[src/gdda_pkg.sv]
// Shared constants, types and helper functions of the grid ray walk.
package gdda_pkg;

    localparam int MAP_ROWS   = 64;
    localparam int MAP_COLS   = 64;
    localparam int MAP_DEPTH  = MAP_ROWS * MAP_COLS;
    localparam int MAP_ADDR_W = $clog2(MAP_DEPTH);
    localparam int CELL_W     = 6;
    localparam int DIST_W     = 32;

    localparam logic       FUNC_WRITE = 1'b0;
    localparam logic       FUNC_CAST  = 1'b1;

    localparam logic       SIDE_X = 1'b0;
    localparam logic       SIDE_Y = 1'b1;

    localparam logic [1:0] FACE_NORTH = 2'd0;
    localparam logic [1:0] FACE_SOUTH = 2'd1;
    localparam logic [1:0] FACE_WEST  = 2'd2;
    localparam logic [1:0] FACE_EAST  = 2'd3;

    typedef struct packed {
        logic clear;
        logic load;
        logic step;
        logic check;
        logic emit;
    } cmd_t;

    typedef struct packed {
        logic clear_last;
        logic start_done;
        logic step_out;
        logic wall_hit;
    } status_t;

    function automatic logic [MAP_ADDR_W-1:0] cell_addr(input logic [CELL_W-1:0] row,
                                                        input logic [CELL_W-1:0] col);
        cell_addr = MAP_ADDR_W'(row) * MAP_ADDR_W'(MAP_COLS) + MAP_ADDR_W'(col);
    endfunction

    function automatic logic [DIST_W-1:0] sat_add(input logic [DIST_W-1:0] a,
                                                  input logic [DIST_W-1:0] b);
        logic [DIST_W:0] sum;
        sum = {1'b0, a} + {1'b0, b};
        sat_add = sum[DIST_W] ? {DIST_W{1'b1}} : sum[DIST_W-1:0];
    endfunction

endpackage

[src/gdda_ctrl.sv]
// Control state machine of the grid ray walk.
module gdda_ctrl (
    input  logic             aclk,
    input  logic             aresetn,
    input  logic             s_valid,
    output logic             s_ready,
    output logic             m_valid,
    input  logic             m_ready,
    input  logic             s_func,
    input  gdda_pkg::status_t status,
    output gdda_pkg::cmd_t    cmd
);

    localparam logic [2:0] ST_CLEAR  = 3'd0;
    localparam logic [2:0] ST_IDLE   = 3'd1;
    localparam logic [2:0] ST_STEP   = 3'd2;
    localparam logic [2:0] ST_CHECK  = 3'd3;
    localparam logic [2:0] ST_FINISH = 3'd4;

    logic [2:0] state_reg, state_next;
    logic       out_valid_reg, out_valid_next;
    logic       accept;
    logic       out_free;

    assign s_ready  = (state_reg == ST_IDLE);
    assign m_valid  = out_valid_reg;
    assign accept   = s_valid && s_ready;
    assign out_free = !out_valid_reg || m_ready;

    always_comb begin
        state_next = state_reg;
        cmd        = '0;
        unique case (state_reg)
            ST_CLEAR: begin
                cmd.clear = 1'b1;
                if (status.clear_last) begin
                    state_next = ST_IDLE;
                end
            end
            ST_IDLE: begin
                if (accept) begin
                    cmd.load = 1'b1;
                    if (s_func == gdda_pkg::FUNC_WRITE || status.start_done) begin
                        state_next = ST_FINISH;
                    end else begin
                        state_next = ST_STEP;
                    end
                end
            end
            ST_STEP: begin
                cmd.step = 1'b1;
                state_next = status.step_out ? ST_FINISH : ST_CHECK;
            end
            ST_CHECK: begin
                cmd.check = 1'b1;
                state_next = status.wall_hit ? ST_FINISH : ST_STEP;
            end
            ST_FINISH: begin
                if (out_free) begin
                    cmd.emit   = 1'b1;
                    state_next = ST_IDLE;
                end
            end
            default: begin
                state_next = ST_CLEAR;
            end
        endcase
    end

    always_comb begin
        out_valid_next = out_valid_reg;
        if (cmd.emit) begin
            out_valid_next = 1'b1;
        end else if (m_ready) begin
            out_valid_next = 1'b0;
        end
    end

    always_ff @(posedge aclk) begin
        if (!aresetn) begin
            state_reg     <= ST_CLEAR;
            out_valid_reg <= 1'b0;
        end else begin
            state_reg     <= state_next;
            out_valid_reg <= out_valid_next;
        end
    end

endmodule

[config.mk]
export PLATFORM = sky130hd
export DESIGN_NAME = gdda_ctrl
export DESIGN_NICKNAME = d
export VERILOG_FILES = /design/src/gdda_pkg.sv /design/src/gdda_ctrl.sv
export SDC_FILE = /design/constraint.sdc
export NUM_CORES = 1
export LEC_CHECK = 0
export BUFFER_PORTS_ARGS = -buffer_cell sky130_fd_sc_hd__buf_2
export CELL_PAD_IN_SITES_DETAIL_PLACEMENT = 1
export CELL_PAD_IN_SITES_GLOBAL_PLACEMENT = 2
export CORE_MARGIN = 4
export CORE_UTILIZATION = 20
export DETAILED_ROUTE_END_ITERATION = 12
export GPL_ROUTABILITY_DRIVEN = 1
export GPL_TIMING_DRIVEN = 0
export MAX_ROUTING_LAYER = met4
export PLACE_DENSITY_LB_ADDON = 0.15
export RECOVER_POWER = 50
export SETUP_SLACK_MARGIN = 0.05
export SLEW_MARGIN = 20
export SYNTH_ARGS = -nofsm -noshare
export SYNTH_HDL_FRONTEND = slang
export SYNTH_SLANG_ARGS = --single-unit
[constraint.sdc]
create_clock -name aclk -period 1 [get_ports aclk]
set_clock_uncertainty 0.05 [all_clocks]
set_input_delay 0.1 -clock aclk [delete_from_list [all_inputs] [get_ports aclk]]
set_output_delay 0.1 -clock aclk [all_outputs]
set_load 0.02 [all_outputs]
==> results of run 1 <==
==> power breakdown <==
group,switching (W),total (W),internal [W]
Combinational,0.000108,0.000236,0.000129
Sequential,0.00000775,0.000175,0.000167
Clock,0.0000636,0.000198,0.000134
Total,0.000179,0.000609,0.000430
==> area by class of cell <==
type | count | area share, %
clock buffers | 3 | 3.45
flip-flops and latches | 4 | 13.4
inverters | 2 | 1.54
repair buffers | 24 | 26.9
plain buffers | 4 | 7.68
well taps | 16 | 3.07
multi-input cells | 31 | 44.0
==> how the worst max path moves through the flow <==
stage / slack, ns / cells past startpoint / endpoint
2_1_floorplan: -0.18 / 5 / state_reg[2]
4_1_cts: -0.33 / 4 / cmd[0]
5_1_grt: -0.42 / 4 / cmd[3]
6_report: -0.35 / 4 / cmd[3]
3_5_place_dp: -0.25 / 4 / cmd[0]
3_3_place_gp: -0.27 / 4 / cmd[0]
==> critical path, cell delays in order (launching register included) <==
cell,delay [ns]
dfxtp_2,0.33
buf_6,0.12
nor3b_4,0.23
and2_4,0.18
buf_6,0.11
==> cell usage after synthesis, types with 2 or more instances <==
cell type  n  share of area [%]
nor2_1     4                4.5
o22a_1     2                5.3
dfxtp_1    4                 24
nor2b_1    5                9.5
a21oi_1    4                6.1
buf_6      2                6.8
a32oi_1    2                5.3
o21ai_1    2                3.0
o21a_1     2                4.5
inv_1      2                2.3
==> through the flow <==
step,instances,cell area (um^2),power [W],worst slack [ns]
2_1_floorplan,41,352,0.000279,-0.181
3_5_place_dp,72,447,0.000329,-0.250
4_1_cts,79,563,0.000578,-0.332
3_3_place_gp,72,447,0.000330,-0.268
5_1_grt,84,652,0.000648,-0.420
6_report,84,652,0.000609,-0.347
==> layer usage <==
layer | vias up | part of all wire [%] | routed length, um | global-route usage (%)
met5 | - | 0 | 0 | -
met4 | 0 | 0.70 | 8 | 4.04
met3 | 2 | 4.0 | 46 | 2.45
met2 | 10 | 47 | 539 | 15.2
met1 | 186 | 48 | 542 | 12.7
li1 | 199 | - | - | -
==> cells by family after synthesis <==
family / after synthesis / synth area share (%)
simple gates: 17 / 33.7
compound gates: 13 / 26.1
buf+inv: 6 / 12.9
flops: 4 / 24.2
mux: 1 / 3.03
==> what timing repair did <==
item,4_1_cts,5_1_grt
cloned,1,0
gates resized for setup,20,12
setup buffers,3,6
pin swaps,5,4
setup endpoints to repair,9,10
==> results.json, run 1 <==
{
  "outcome": "finished with violations",
  "failed_checks": "negative setup slack",
  "worst_pin_slew_ns": 0.252,
  "ir_drop_v": 0.000506,
  "ys_types": 22,
  "critPathLaunch": "state_reg[0]",
  "final_cell_mix": "buf_4, buf_2, buf_6",
  "syn-num-nets": 50,
  "die_area_um2": 2370,
  "synth_edf_count": 0,
  "grt_pass1_vias": 407,
  "final_core_util_pct": 42.3,
  "antenna_cells": 0,
  "period_share_pct": 135,
  "p_leak_nw": 0.282,
  "worst-r2r-setup-slack_ns": -0.30,
  "grt_max_degree": 11,
  "synthesis.area_um2": 330,
  "yosysWarnings": 0,
  "post_synth.cell_area_avg_um2": 8.06,
  "grt_pass1_wl_um": 1900,
  "grtUsageTotal_pct": 10.0,
  "ys_ff_latch": 4,
  "finalSetupTns_ns": -2.58,
  "rr_worst_depth": 6,
  "cts_root_buf": "clkbuf_4",
  "drtAntennaViolNets": 0,
  "setup-violations-final": 9,
  "final_hold_viol_count": 0,
  "cts_max_level": 1,
  "fp.dieH_um": 48.6,
  "drc_errors": 0,
  "antenna_found_initial": 0,
  "hpwlAfterDp_um": 755,
  "wl_per_cell_um": 13.5,
  "layout-drive-gt1-share_pct": 72.1,
  "cp_data_arrival_time_ns": 1.20,
  "worstSetupStartpointType": "flip-flop",
  "slew_headroom_pct": 83.3,
  "vias": 397,
  "hold_start": "aresetn",
  "portBuffers": 15,
  "clk_latency_ns": 0.23,
  "synth-async-reset-ratio_pct": 0,
  "crit_required_ns": 0.85,
  "area_growth_pct": 97.3,
  "fin_crit_ns": 1.35,
  "cellPowerDensity_nw_per_um2": 934,
  "first_pass_iters": 2,
  "multi_input_area_um2": 287,
  "cts_made_buffers": 3,
  "whs_endpoint": "state_reg[0]",
  "clk_pin_slew_worst_paths_ns": 0.04,
  "rows": 14,
  "hold_depth": 2,
  "core_um2": 1540,
  "cts_buffer_depth": 2,
  "cap_violations": 0,
  "mostFrequentLayoutCell": "buf_4",
  "holdWs_ns": 0.0711,
  "end_kind": "output pin",
  "wirelength_um": 1140,
  "n_fill_cell": 184,
  "initial_core_util_pct": 21.4,
  "grt_overflow": 0,
  "cts_tree": "built",
  "vias_per_cell": 4.73,
  "synth_cells": 41,
  "fmax_mhz": 742,
  "first_iter_violations": 1,
  "rsz0062_at_grt": "yes",
  "path_class": "reg2out",
  "cp_max_fo": 5,
  "regArea_um2": 87.6,
  "io_pins": 16,
  "cts_sinks": 4,
  "die_w_um": 48.6,
  "synth-seq-area-share_pct": 24.2,
  "worst_slack_ns": -0.347,
  "holdBufCountCts": 0,
  "hold_class": "in2reg",
  "gp_congestion": 0.701,
  "crit-reg2reg-launch": "state_reg[0]",
  "synth_flop_cell": "dfxtp_1",
  "timing.rr.end": "state_reg[2]",
  "final_nets": 79,
  "drv_slew": 0,
  "largest_reg_flops": 3
}
Note: power is estimated with default switching activity, not from simulation.
==> inputs of run 2 (changes only) <==
==> constraint.sdc (replaced) <==
create_clock -name aclk -period 1 [get_ports aclk]
set_clock_uncertainty 0.05 [all_clocks]
set_input_delay 0.15 -clock aclk [delete_from_list [all_inputs] [get_ports aclk]]
set_output_delay 0.15 -clock aclk [all_outputs]
set_load 0.02 [all_outputs]
==> run 2 against run 1 <==
The run still ends with negative setup slack left. Flip-flop and latch count unchanged. Fmax decreased by 1.7%. Final cell count decreased by 6.0%. Via count decreased by 5.0%. Sequential power increased by 3%. Combinational power decreased by 14%. Die area unchanged. Register-to-register slack improved by 0.05 ns. Clock power about the same. Worst hold slack improved by 0.046 ns. Routed wire length decreased by 9.5%. First-iteration DRC count increased to 8.0 times the previous value.
==> results.json, run 2 (synthesized netlist as in run 1, its figures left out) <==
{
  "largest_reg_flops": 3,
  "rsz0062_at_grt": "yes",
  "cellPowerDensity_nw_per_um2": 971,
  "cp_data_arrival_time_ns": 1.17,
  "design_area_um2": 599,
  "antenna_found_initial": 0,
  "cts_root_buf": "clkbuf_4",
  "vias": 377,
  "wl_per_cell_um": 13.0,
  "final_cell_mix": "buf_6, buf_2, buf_4",
  "p_total_w": 0.000582,
  "cp_max_fo": 5,
  "worst-r2r-setup-slack_ns": -0.25,
  "first_pass_iters": 2,
  "clk_latency_ns": 0.23,
  "worstSetupStartpointType": "flip-flop",
  "io_pins": 16,
  "antenna_cells": 0,
  "drv_slew": 0,
  "period_share_pct": 137,
  "portBuffers": 15,
  "drc_errors": 0,
  "grt_overflow": 0,
  "rows": 14,
  "area_growth_pct": 81.4,
  "setup-violations-final": 9,
  "outcome": "finished with violations",
  "hold_class": "in2reg",
  "wirelength_um": 1030,
  "slowest_stage": "dfxtp_4",
  "p_leak_nw": 0.256,
  "drtAntennaViolNets": 0,
  "hold_depth": 2,
  "first_iter_violations": 8,
  "n_fill_cell": 196,
  "cts_sinks": 4,
  "grt_max_degree": 11,
  "die_w_um": 48.6,
  "end_kind": "output pin",
  "fmax_mhz": 730,
  "initial_core_util_pct": 21.4,
  "hold_start": "aresetn",
  "grtUsageTotal_pct": 9.54,
  "crit-reg2reg-launch": "state_reg[0]",
  "die_area_um2": 2370,
  "mostFrequentLayoutCell": "buf_6",
  "fin_crit_ns": 1.37,
  "cts_buffer_depth": 2,
  "hpwlAfterDp_um": 741,
  "failed_checks": "negative setup slack",
  "crit_required_ns": 0.80,
  "timing.rr.end": "state_reg[2]",
  "placed_area_um2": 454,
  "cts_max_level": 1,
  "clk_pin_slew_worst_paths_ns": 0.04,
  "core_um2": 1540,
  "layout-drive-gt1-share_pct": 65.1,
  "final_hold_viol_count": 0,
  "crit_chain": "inv_4 > nor4_4 > buf_4 > buf_6",
  "cts_made_buffers": 3,
  "vias_per_cell": 4.77,
  "gp_congestion": 0.679,
  "place_ws_ns": -0.300,
  "cap_violations": 0,
  "whs_endpoint": "state_reg[0]",
  "max_stage_delay_ns": 0.39,
  "slew_headroom_pct": 86.8,
  "final_nets": 74,
  "rr_worst_depth": 5,
  "cts_tree": "built",
  "worst_slack_ns": -0.370,
  "grt_pass1_vias": 406,
  "ir_drop_v": 0.000794,
  "path_class": "reg2out",
  "worst_pin_slew_ns": 0.196,
  "fp.dieH_um": 48.6,
  "grt_pass1_wl_um": 1770
}
-- run 2: routing by layer --
layer / share of wire, % / global-route usage (%) / up-vias
met5: 0 / - / -
met2: 48 / 13.7 / 13
met1: 48 / 12.2 / 172
met4: 0 / 4.04 / 0
met3: 4.8 / 3.07 / 0
li1: - / - / 192
-- run 2: repair_timing --
| item | 4_1_cts | 5_1_grt |
|---|---|---|
| hold buffers | 0 | 0 |
| endpoints found under the setup margin | 9 | 10 |
| buffers inserted | 5 | 1 |
| pin swaps | 4 | 3 |
| cloned | 0 | 0 |
| resized for setup | 20 | 9 |
-- run 2: cell type report --
class	instances	area (um^2)	share of cell area, %
Buffer	2	18.8	3.13
Clock buffer	3	22.5	3.76
Inverter	2	10.0	1.67
Multi-Input combinational cell	31	270	45.1
Sequential cell	4	92.6	15.4
Tap cell	16	20.0	3.34
Timing Repair Buffer	21	165	27.6
-- run 2: metrics by stage --
step	setup TNS [ns]	cells	hold WS, ns	util, %
floorplan	-0.702	41	0.217	-
global placement	-1.31	72	0.359	29.5
detailed placement	-1.17	72	0.356	29.5
CTS	-2.76	80	0.108	37.7
global route	-3.00	79	0.119	38.9
finish	-2.35	79	0.117	38.9
-- run 2: worst max-delay path by stage --
| stage | startpoint | end | depth (start not counted) |
|---|---|---|---|
| floorplan | state_reg[0] | state_reg[2] | 5 |
| global placement | state_reg[2] | cmd[0] | 4 |
| detailed placement | state_reg[2] | cmd[0] | 4 |
| CTS | state_reg[0] | cmd[0] | 4 |
| global route | state_reg[2] | cmd[0] | 4 |
| finish | state_reg[2] | cmd[0] | 4 |
-- run 2: worst max-delay path, delay by kind of cell, from the launching register on --
kind / cells / cell delay [ns]
buffers and inverters: 3 / 0.30
DFF: 1 / 0.39
and+or+nand+nor: 1 / 0.25
-- run 2: report_power, final --
part / internal, W / switching, W
Clock: 0.000134 / 0.0000655
Combinational: 0.000114 / 0.0000883
Sequential: 0.000164 / 0.0000158
